## config.mk

```make
export PLATFORM = sky130hd
export DESIGN_NAME = shell_command_line_tokenizer_flat
export DESIGN_NICKNAME = d
export VERILOG_FILES = /design/src/design/sclt_pkg.sv /design/src/design/sclt_if.sv /design/src/design/shell_command_line_tokenizer.sv /design/src/flat_wrapper.sv
export SDC_FILE = /design/constraint.sdc
export NUM_CORES = 1
export LEC_CHECK = 0
export ABC_AREA = 1
export BUFFER_PORTS_ARGS = -buffer_cell sky130_fd_sc_hd__buf_4
export CAP_MARGIN = 20
export CELL_PAD_IN_SITES_DETAIL_PLACEMENT = 1
export CELL_PAD_IN_SITES_GLOBAL_PLACEMENT = 1
export CORE_MARGIN = 4
export CORE_UTILIZATION = 50
export CTS_BUF_LIST = sky130_fd_sc_hd__clkbuf_4
export CTS_CLUSTER_SIZE = 14
export DETAILED_ROUTE_END_ITERATION = 16
export MAX_ROUTING_LAYER = met4
export PLACE_DENSITY_LB_ADDON = 0.1
export REMOVE_ABC_BUFFERS = 1
export SYNTH_ARGS = -nofsm -noshare
export SYNTH_HDL_FRONTEND = slang
export SYNTH_SLANG_ARGS = --single-unit
```

## constraint.sdc

```tcl
create_clock -name i_clk -period 12.2 [get_ports i_clk]
set_input_delay 0 -clock i_clk [delete_from_list [all_inputs] [get_ports i_clk]]
set_output_delay 0 -clock i_clk [all_outputs]
set_load 0.02 [all_outputs]
```

## src/design/sclt_pkg.sv

```systemverilog
// Package for the shell command line tokenizer: scan modes, token kinds,
// character codes and the per-byte lexing functions. No dependencies.
`default_nettype none

package sclt_pkg;

    localparam int MAX_WORD    = 1024;
    localparam int WL_W        = $clog2(MAX_WORD);
    localparam int MAX_RES     = 4;
    localparam int FEED_PASSES = 3;

    localparam logic [WL_W-1:0] WORD_LIMIT = WL_W'(MAX_WORD - 1);

    localparam logic [7:0] CH_HASH    = 8'h23;
    localparam logic [7:0] CH_PIPE    = 8'h7C;
    localparam logic [7:0] CH_AMP     = 8'h26;
    localparam logic [7:0] CH_GT      = 8'h3E;
    localparam logic [7:0] CH_LT      = 8'h3C;
    localparam logic [7:0] CH_SEMI    = 8'h3B;
    localparam logic [7:0] CH_TWO     = 8'h32;
    localparam logic [7:0] CH_DQUOTE  = 8'h22;
    localparam logic [7:0] CH_SQUOTE  = 8'h27;
    localparam logic [7:0] CH_BSLASH  = 8'h5C;
    localparam logic [7:0] CH_SPACE   = 8'h20;
    localparam logic [7:0] CH_TAB     = 8'h09;

    typedef enum logic [7:0] {
        M_START = 8'b0000_0001,
        M_WORD  = 8'b0000_0010,
        M_DQ    = 8'b0000_0100,
        M_SQ    = 8'b0000_1000,
        M_ESCP  = 8'b0001_0000,
        M_ESCD  = 8'b0010_0000,
        M_PEND  = 8'b0100_0000,
        M_CMT   = 8'b1000_0000
    } t_mode;

    typedef enum logic [3:0] {
        K_BYTE = 4'd0,
        K_WEND = 4'd1,
        K_PIPE = 4'd2,
        K_IN   = 4'd3,
        K_OUT  = 4'd4,
        K_APP  = 4'd5,
        K_ERR  = 4'd6,
        K_BOTH = 4'd7,
        K_BG   = 4'd8,
        K_AND  = 4'd9,
        K_OR   = 4'd10,
        K_SEMI = 4'd11,
        K_EOL  = 4'd12
    } t_kind;

    typedef struct packed {
        t_kind      kind;
        logic [7:0] ch;
    } t_res;

    // Working state of the lexer while one item is processed.
    typedef struct packed {
        t_mode                  mode;
        logic [7:0]             pend;
        logic [WL_W-1:0]        wl;
        logic [2:0]             n;
        t_res [MAX_RES-1:0]     res;
        logic                   again;
    } t_lex;

    // Appends a result; results past the fourth are dropped.
    function automatic t_lex lex_put(t_lex s, t_kind k, logic [7:0] c);
        t_lex r;
        r = s;
        if (s.n < 3'(MAX_RES)) begin
            r.res[s.n[1:0]].kind = k;
            r.res[s.n[1:0]].ch   = (k == K_BYTE) ? c : 8'h00;
            r.n = s.n + 3'd1;
        end
        return r;
    endfunction

    // Emits a word byte and closes the word once it reaches the limit.
    function automatic t_lex lex_add(t_lex s, logic [7:0] c);
        t_lex r;
        r = lex_put(s, K_BYTE, c);
        r.wl = s.wl + WL_W'(1);
        if (r.wl >= WORD_LIMIT) begin
            r = lex_put(r, K_WEND, 8'h00);
            r.mode = M_START;
            r.wl = '0;
        end
        return r;
    endfunction

    function automatic logic is_blank(logic [7:0] c);
        return (c == CH_SPACE) || (c == CH_TAB);
    endfunction

    // One dispatch of a byte in the current mode. Sets again when the same
    // byte must be looked at once more in the new mode.
    function automatic t_lex lex_feed(t_lex s, logic [7:0] c);
        t_lex r;
        r = s;
        r.again = 1'b0;
        unique case (s.mode)
            M_START: begin
                if (!is_blank(c)) begin
                    case (c) inside
                        CH_HASH: r.mode = M_CMT;
                        CH_PIPE, CH_AMP, CH_GT, CH_TWO: begin
                            r.mode = M_PEND;
                            r.pend = c;
                        end
                        CH_LT:   r = lex_put(r, K_IN, 8'h00);
                        CH_SEMI: r = lex_put(r, K_SEMI, 8'h00);
                        default: begin
                            r.mode  = M_WORD;
                            r.wl    = '0;
                            r.again = 1'b1;
                        end
                    endcase
                end
            end
            M_WORD: begin
                if (is_blank(c)) begin
                    r = lex_put(r, K_WEND, 8'h00);
                    r.mode = M_START;
                    r.wl = '0;
                end else begin
                    case (c) inside
                        CH_PIPE, CH_GT, CH_LT, CH_AMP, CH_SEMI, CH_HASH: begin
                            r = lex_put(r, K_WEND, 8'h00);
                            r.mode  = M_START;
                            r.wl    = '0;
                            r.again = 1'b1;
                        end
                        CH_DQUOTE: r.mode = M_DQ;
                        CH_SQUOTE: r.mode = M_SQ;
                        CH_BSLASH: r.mode = M_ESCP;
                        default:   r = lex_add(r, c);
                    endcase
                end
            end
            M_DQ: begin
                if (c == CH_DQUOTE) begin
                    r.mode = M_WORD;
                end else if (c == CH_BSLASH) begin
                    r.mode = M_ESCD;
                end else begin
                    r = lex_add(r, c);
                end
            end
            M_SQ: begin
                if (c == CH_SQUOTE) begin
                    r.mode = M_WORD;
                end else begin
                    r = lex_add(r, c);
                end
            end
            M_ESCP: begin
                r.mode = M_WORD;
                r = lex_add(r, c);
            end
            M_ESCD: begin
                r.mode = M_DQ;
                r = lex_add(r, c);
            end
            M_PEND: begin
                r.pend = 8'h00;
                r.mode = M_START;
                if (s.pend == CH_PIPE && c == CH_PIPE) begin
                    r = lex_put(r, K_OR, 8'h00);
                end else if (s.pend == CH_AMP && c == CH_AMP) begin
                    r = lex_put(r, K_AND, 8'h00);
                end else if (s.pend == CH_AMP && c == CH_GT) begin
                    r = lex_put(r, K_BOTH, 8'h00);
                end else if (s.pend == CH_GT && c == CH_GT) begin
                    r = lex_put(r, K_APP, 8'h00);
                end else if (s.pend == CH_TWO) begin
                    if (c == CH_GT) begin
                        r = lex_put(r, K_ERR, 8'h00);
                    end else begin
                        // A held 2 that is not a redirection opens a word.
                        r.mode = M_WORD;
                        r.wl = '0;
                        r = lex_add(r, CH_TWO);
                        r.again = 1'b1;
                    end
                end else begin
                    if (s.pend == CH_PIPE) begin
                        r = lex_put(r, K_PIPE, 8'h00);
                    end else if (s.pend == CH_AMP) begin
                        r = lex_put(r, K_BG, 8'h00);
                    end else begin
                        r = lex_put(r, K_OUT, 8'h00);
                    end
                    r.again = 1'b1;
                end
            end
            M_CMT: ;
            default: ;
        endcase
        return r;
    endfunction

    // Closes whatever is open at the end of a line and returns to reset.
    function automatic t_lex lex_flush(t_lex s);
        t_lex r;
        r = s;
        unique case (s.mode)
            M_WORD, M_DQ, M_SQ: r = lex_put(r, K_WEND, 8'h00);
            M_ESCP, M_ESCD: begin
                r.mode = M_WORD;
                r = lex_add(r, CH_BSLASH);
                if (r.mode != M_START) r = lex_put(r, K_WEND, 8'h00);
            end
            M_PEND: begin
                if (s.pend == CH_TWO) begin
                    r.mode = M_WORD;
                    r.wl = '0;
                    r = lex_add(r, CH_TWO);
                    if (r.mode != M_START) r = lex_put(r, K_WEND, 8'h00);
                end else if (s.pend == CH_PIPE) begin
                    r = lex_put(r, K_PIPE, 8'h00);
                end else if (s.pend == CH_AMP) begin
                    r = lex_put(r, K_BG, 8'h00);
                end else begin
                    r = lex_put(r, K_OUT, 8'h00);
                end
            end
            M_START, M_CMT: ;
            default: ;
        endcase
        r = lex_put(r, K_EOL, 8'h00);
        r.mode = M_START;
        r.pend = 8'h00;
        r.wl = '0;
        return r;
    endfunction

endpackage

`default_nettype wire

```

## src/design/sclt_if.sv

```systemverilog
// Handshake interfaces for the tokenizer's byte input and token output.
// Depends on sclt_pkg for the token kind type.
`default_nettype none

interface sclt_in_if;
    logic       valid;
    logic       ready;
    logic [7:0] char_in;
    logic       has_char;
    logic       line_end;

    modport source (output valid, output char_in, output has_char, output line_end,
                    input ready);
    modport sink   (input valid, input char_in, input has_char, input line_end,
                    output ready);
endinterface

interface sclt_out_if;
    import sclt_pkg::*;
    logic       valid;
    logic       ready;
    t_kind      token_kind;
    logic [7:0] word_char;
    logic       last_of_run;

    modport source (output valid, output token_kind, output word_char,
                    output last_of_run, input ready);
    modport sink   (input valid, input token_kind, input word_char,
                    input last_of_run, output ready);
endinterface

`default_nettype wire

```

## src/design/shell_command_line_tokenizer.sv

```systemverilog
// Streaming shell tokenizer: one command-line byte per input transfer,
// up to four tokens per byte from a result buffer, one per cycle while ready.
// Latency: the first token of a byte is offered the cycle after its transfer.
// Throughput: one byte per cycle while each byte yields at most one token and
// the output is ready; more tokens hold the input while the buffer drains.
// Reset (synchronous, active low) empties the buffer and returns to token start.
`default_nettype none

module shell_command_line_tokenizer (
    input  wire          i_clk,
    input  wire          i_rst_n,
    sclt_in_if.sink      i_in,
    sclt_out_if.source   o_out
);
    import sclt_pkg::*;

    // Lexer state that carries from one byte to the next.
    t_mode           r_mode;
    logic [7:0]      r_pend;
    logic [WL_W-1:0] r_wl;

    // Result buffer: the tokens of the last accepted byte, read in order.
    t_res            r_q [MAX_RES];
    logic [2:0]      r_cnt;
    logic [1:0]      r_rd;

    t_lex            n_lex;
    logic            in_xfer;
    logic            out_xfer;

    // A new byte is taken when the buffer is empty or its last token leaves
    // in this cycle, so results of two bytes never mix in the buffer.
    assign i_in.ready = (r_cnt == 3'd0) || ((r_cnt == 3'd1) && o_out.ready);
    assign in_xfer    = i_in.valid && i_in.ready;
    assign out_xfer   = o_out.valid && o_out.ready;

    // The byte is dispatched up to three times: a held operator can hand
    // the byte back to token start, which in turn can open a word with it.
    always_comb begin
        n_lex.mode  = r_mode;
        n_lex.pend  = r_pend;
        n_lex.wl    = r_wl;
        n_lex.n     = 3'd0;
        n_lex.res   = '0;
        n_lex.again = i_in.has_char;
        for (int i = 0; i < FEED_PASSES; i++) begin
            if (n_lex.again) n_lex = lex_feed(n_lex, i_in.char_in);
        end
        if (i_in.line_end) n_lex = lex_flush(n_lex);
    end

    always_ff @(posedge i_clk) begin
        if (!i_rst_n) begin
            r_mode <= M_START;
            r_pend <= 8'h00;
            r_wl   <= '0;
            r_cnt  <= 3'd0;
            r_rd   <= 2'd0;
        end else if (in_xfer) begin
            r_mode <= n_lex.mode;
            r_pend <= n_lex.pend;
            r_wl   <= n_lex.wl;
            r_cnt  <= n_lex.n;
            r_rd   <= 2'd0;
        end else if (out_xfer) begin
            r_cnt  <= r_cnt - 3'd1;
            r_rd   <= r_rd + 2'd1;
        end
    end

    // Token payloads need no reset; the count guards them.
    always_ff @(posedge i_clk) begin
        if (in_xfer) begin
            for (int i = 0; i < MAX_RES; i++) begin
                r_q[i] <= n_lex.res[i];
            end
        end
    end

    assign o_out.valid       = (r_cnt != 3'd0);
    assign o_out.token_kind  = r_q[r_rd].kind;
    assign o_out.word_char   = r_q[r_rd].ch;
    assign o_out.last_of_run = (r_cnt == 3'd1);

endmodule

`default_nettype wire

```

## src/flat_wrapper.sv

```systemverilog
// flat-port wrapper written by rule: the top's interface ports become plain ports
module shell_command_line_tokenizer_flat import sclt_pkg::*;
  (i_clk, i_rst_n, i_in_valid, i_in_char_in, i_in_has_char, i_in_line_end, i_in_ready, o_out_valid, o_out_token_kind, o_out_word_char, o_out_last_of_run, o_out_ready);
  sclt_in_if i_in_i ();
  sclt_out_if o_out_i ();
  input  wire i_clk;
  input  wire i_rst_n;
  input wire logic [$bits(i_in_i.valid)-1:0] i_in_valid;
  input wire logic [$bits(i_in_i.char_in)-1:0] i_in_char_in;
  input wire logic [$bits(i_in_i.has_char)-1:0] i_in_has_char;
  input wire logic [$bits(i_in_i.line_end)-1:0] i_in_line_end;
  output wire logic [$bits(i_in_i.ready)-1:0] i_in_ready;
  output wire logic [$bits(o_out_i.valid)-1:0] o_out_valid;
  output wire logic [$bits(o_out_i.token_kind)-1:0] o_out_token_kind;
  output wire logic [$bits(o_out_i.word_char)-1:0] o_out_word_char;
  output wire logic [$bits(o_out_i.last_of_run)-1:0] o_out_last_of_run;
  input wire logic [$bits(o_out_i.ready)-1:0] o_out_ready;
  assign i_in_i.valid = i_in_valid;
  assign i_in_i.char_in = i_in_char_in;
  assign i_in_i.has_char = i_in_has_char;
  assign i_in_i.line_end = i_in_line_end;
  assign i_in_ready = i_in_i.ready;
  assign o_out_valid = o_out_i.valid;
  assign o_out_token_kind = o_out_i.token_kind;
  assign o_out_word_char = o_out_i.word_char;
  assign o_out_last_of_run = o_out_i.last_of_run;
  assign o_out_i.ready = o_out_ready;
  shell_command_line_tokenizer u_core (.i_clk(i_clk), .i_rst_n(i_rst_n), .i_in(i_in_i), .o_out(o_out_i));
endmodule
```

==> summary.txt <==
Clock Pin Slew Worst Setup and Hold Paths = 0.20 ns
WL/cell = 25.62 µm
Main synth FF type = edfxtp_1
synthesis warning total = 0
TritonCTS clock tree = built
layout cells sized above 1 = 12.43%
Clock Skew = 0.05930 ns
Post-DP HPWL = 52,210 µm
DR vias/cell = 6.634
total CTS buffers = 9
CP required = 12.59 ns
vias in the first global route = 17,023
commonest non-fill, non-tap cell in the layout = nand2_1
I/O Buffers = 28
combinational cell fraction of total power = 69.7%
ranking of synthesized cells by area = nand2_1, edfxtp_1, inv_1, nor2_1, o21ai_0
Switch Pwr = 1.229 mW
Power Density = 152.8 nW/µm²
Yosys cell types = 72
RSZ-0062 raised after global routing = false
gr usage total = 46.67%
Max VDD drop = 106.4 µV
Final period util = 80.50%
largest net degree at the start of global routing = 52
Mapped Cells = 2,244
Hold WS = 0.05638 ns
via count = 17,088
final max-slew violation count = 0
Hold Violations, Final = 0
critical path arrival = 10.21 ns
maximum clock path buffer count = 2
Setup violations, final = 0
Die Width = 168.4 µm
clk root buf = clkbuf_4
Worst Setup Path Type = flip-flop to flip-flop
WL final = 66,000 µm
largest area contributor in the netlist = nand2_1
status = finished clean
max cap viols = 0
Core Area = 25,250 µm²
Int Power = 0.8374 mW
I/O pins = 29
1st-iter DRT viols = 2,259
crit path time final = 9.821 ns
postcts setup bufs = 0
most frequent CP cell = nand2_1
Cell Rows = 58
Initial Util = 50.92%
first-pass GRT wire length = 100,600 µm
Sw Share = 59.48%
DRC = 0
final core utilization = 53.57%
Clock Power Share = 10.3%
crit-path max cell delay = 0.62 ns
commonest non-fill, non-tap cells in the layout = nand2_1, inv_1, nor2_1
Avg Inst Size Synth = 5.731 µm²
post-CTS resize count = 0
Power, Total = 2.066 mW
number of H-tree levels = 3
crit start category = flip-flop
part of the power in registers = 19.9%
grt ovf = 0
Post-synth EDFFs = 48
CP Max Fanout = 25
worst rel slew slack = 29.89%
top cell type's share of synthesized area = 17.02%
Area Growth Syn to Fin = 5.196%
die height = 168.4 µm
CTS sink count = 81
worst skew pair latency = 0.53 ns
static leakage = 6.254 nW
nature of the critical path endpoint = flip-flop
Final ANT Viol Nets = 0
die area = 28,350 µm²
Hold Crit Class = input pin to flip-flop
Slowest cell on crit path = nand4_2
GP Congestion = 1.122
FF+latch count, synth = 81
antenna violations before repair = 2
Worst-Margin Slew = 1.038 ns
number of fill cells = 3,743
final net count = 2,293
sequential-to-total area share from yosys stat = 16.35%
FMAX = 101.8 MHz
first drt pass iteration count = 6
post-synthesis async set-or-reset flop share = 0%
Cell Area, Synth = 12,860 µm²
setup_tns = 0 ns
## power groups by stage
stage                     sequential (mW)  combinational, mW  clock, mW
after floorplan                     0.403              0.882          0
after global placement              0.412               1.33          0
after detailed placement            0.418               1.37          0
after CTS                           0.411               1.38      0.209
after global routing                0.417               1.53      0.222
final                               0.412               1.44      0.214
## cells by family (layout without fill, tap and decap cells)
logic type	Yosys count	count (layout)	synth area share (%)
DFF	81	81	16.35
other	0	1	0
xor gates and xnor gates	4	4	0.2724
adders and majority gates	39	39	3.795
and+or+nand+nor	1228	1228	44.30
buffers and inverters	409	410	12.61
AOI/OAI and AO/OA	483	483	22.68
## area by class of cell
type / instances / area, µm² / area share [%]
well taps: 330 / 412.9 / 3.052
repair buffers: 54 / 412.9 / 3.052
inverters: 340 / 1284 / 9.489
multi-input cells: 1754 / 9140 / 67.56
clock inverters: 7 / 106.4 / 0.7862
diodes: 1 / 2.502 / 0.01850
clock buffers: 9 / 67.56 / 0.4994
flip-flops and latches: 81 / 2102 / 15.54
## synthesized netlist by cell type, types with 4 or more instances
cell	number
o21ai_1	31
a31oi_1	15
nor2_1	252
dfxtp_1	33
nor2_2	26
or2_2	6
o221ai_1	4
o211ai_1	30
nand2_4	12
a22oi_1	4
nor3_2	5
o21ai_0	159
nand3_2	16
o22ai_1	46
buf_1	7
nor3_1	25
a32oi_1	4
nor4_1	13
o32ai_1	5
clkinv_1	4
xor2_1	4
nor2_4	15
o21bai_1	5
clkbuf_1	37
edfxtp_1	48
o41ai_1	7
a21oi_1	109
buf_4	9
o21ai_2	5
nand2_1	583
o311ai_0	5
buf_6	4
nand2_2	52
nand3_1	153
inv_2	46
o2111ai_1	8
a221oi_1	5
inv_1	287
a21oi_2	7
nand3b_1	5
o31ai_1	8
nand4_1	46
buf_2	12
a211oi_1	4
ha_1	39
## final timing paths
check | start | to | slack, ns | cells after the start
setup / recovery | u_core.r_mode[3] | u_core.r_cnt[2] | 2.38 | 54
hold / removal | i_in_valid | u_core.r_wl[1] | 0.06 | 3
setup reg to reg | u_core.r_mode[3] | u_core.r_cnt[2] | 2.38 | 54
hold reg to reg | u_core.r_rd[0] | u_core.r_rd[0] | 0.52 | 1
## metrics by stage
step | setup slack, ns | std cells | area (µm²)
after floorplan | 4.766 | 2175 | 12520
after global placement | 3.137 | 2556 | 13320
after detailed placement | 2.669 | 2556 | 13320
after CTS | 2.685 | 2575 | 13530
after global routing | 1.682 | 2576 | 13530
final | 2.379 | 2576 | 13530
## sequential cells by signal, indices dropped and copies added (netlist names), named ones only
signal,flops
u_core.r_q,48
u_core.r_wl,10
u_core.r_mode,8
u_core.r_rd,2
u_core.r_pend,8
u_core.r_cnt,3
## routing by layer
layer,vias up,GRT usage (%),part of all wire [%]
li1,7474,-,-
met1,8114,56.84,38
met2,1147,69.93,42
met3,353,11.06,11
met4,0,28.41,7.9
met5,-,-,0
## timing repair
item                                    in CTS  in global routing
hold buffers                                 3                  0
endpoints found under the hold margin        7                  0
endpoints found under the setup margin       0                  0
## critical path: cells and delay by family, from the launching register on
family,cells,cell delay (ns)
DFF,1,0.43
adders and majority gates,6,1.62
and+or+nand+nor,35,5.59
buffers and inverters,8,1.21
AOI/OAI and AO/OA,5,0.79
Power figures use the tool's default switching activity.
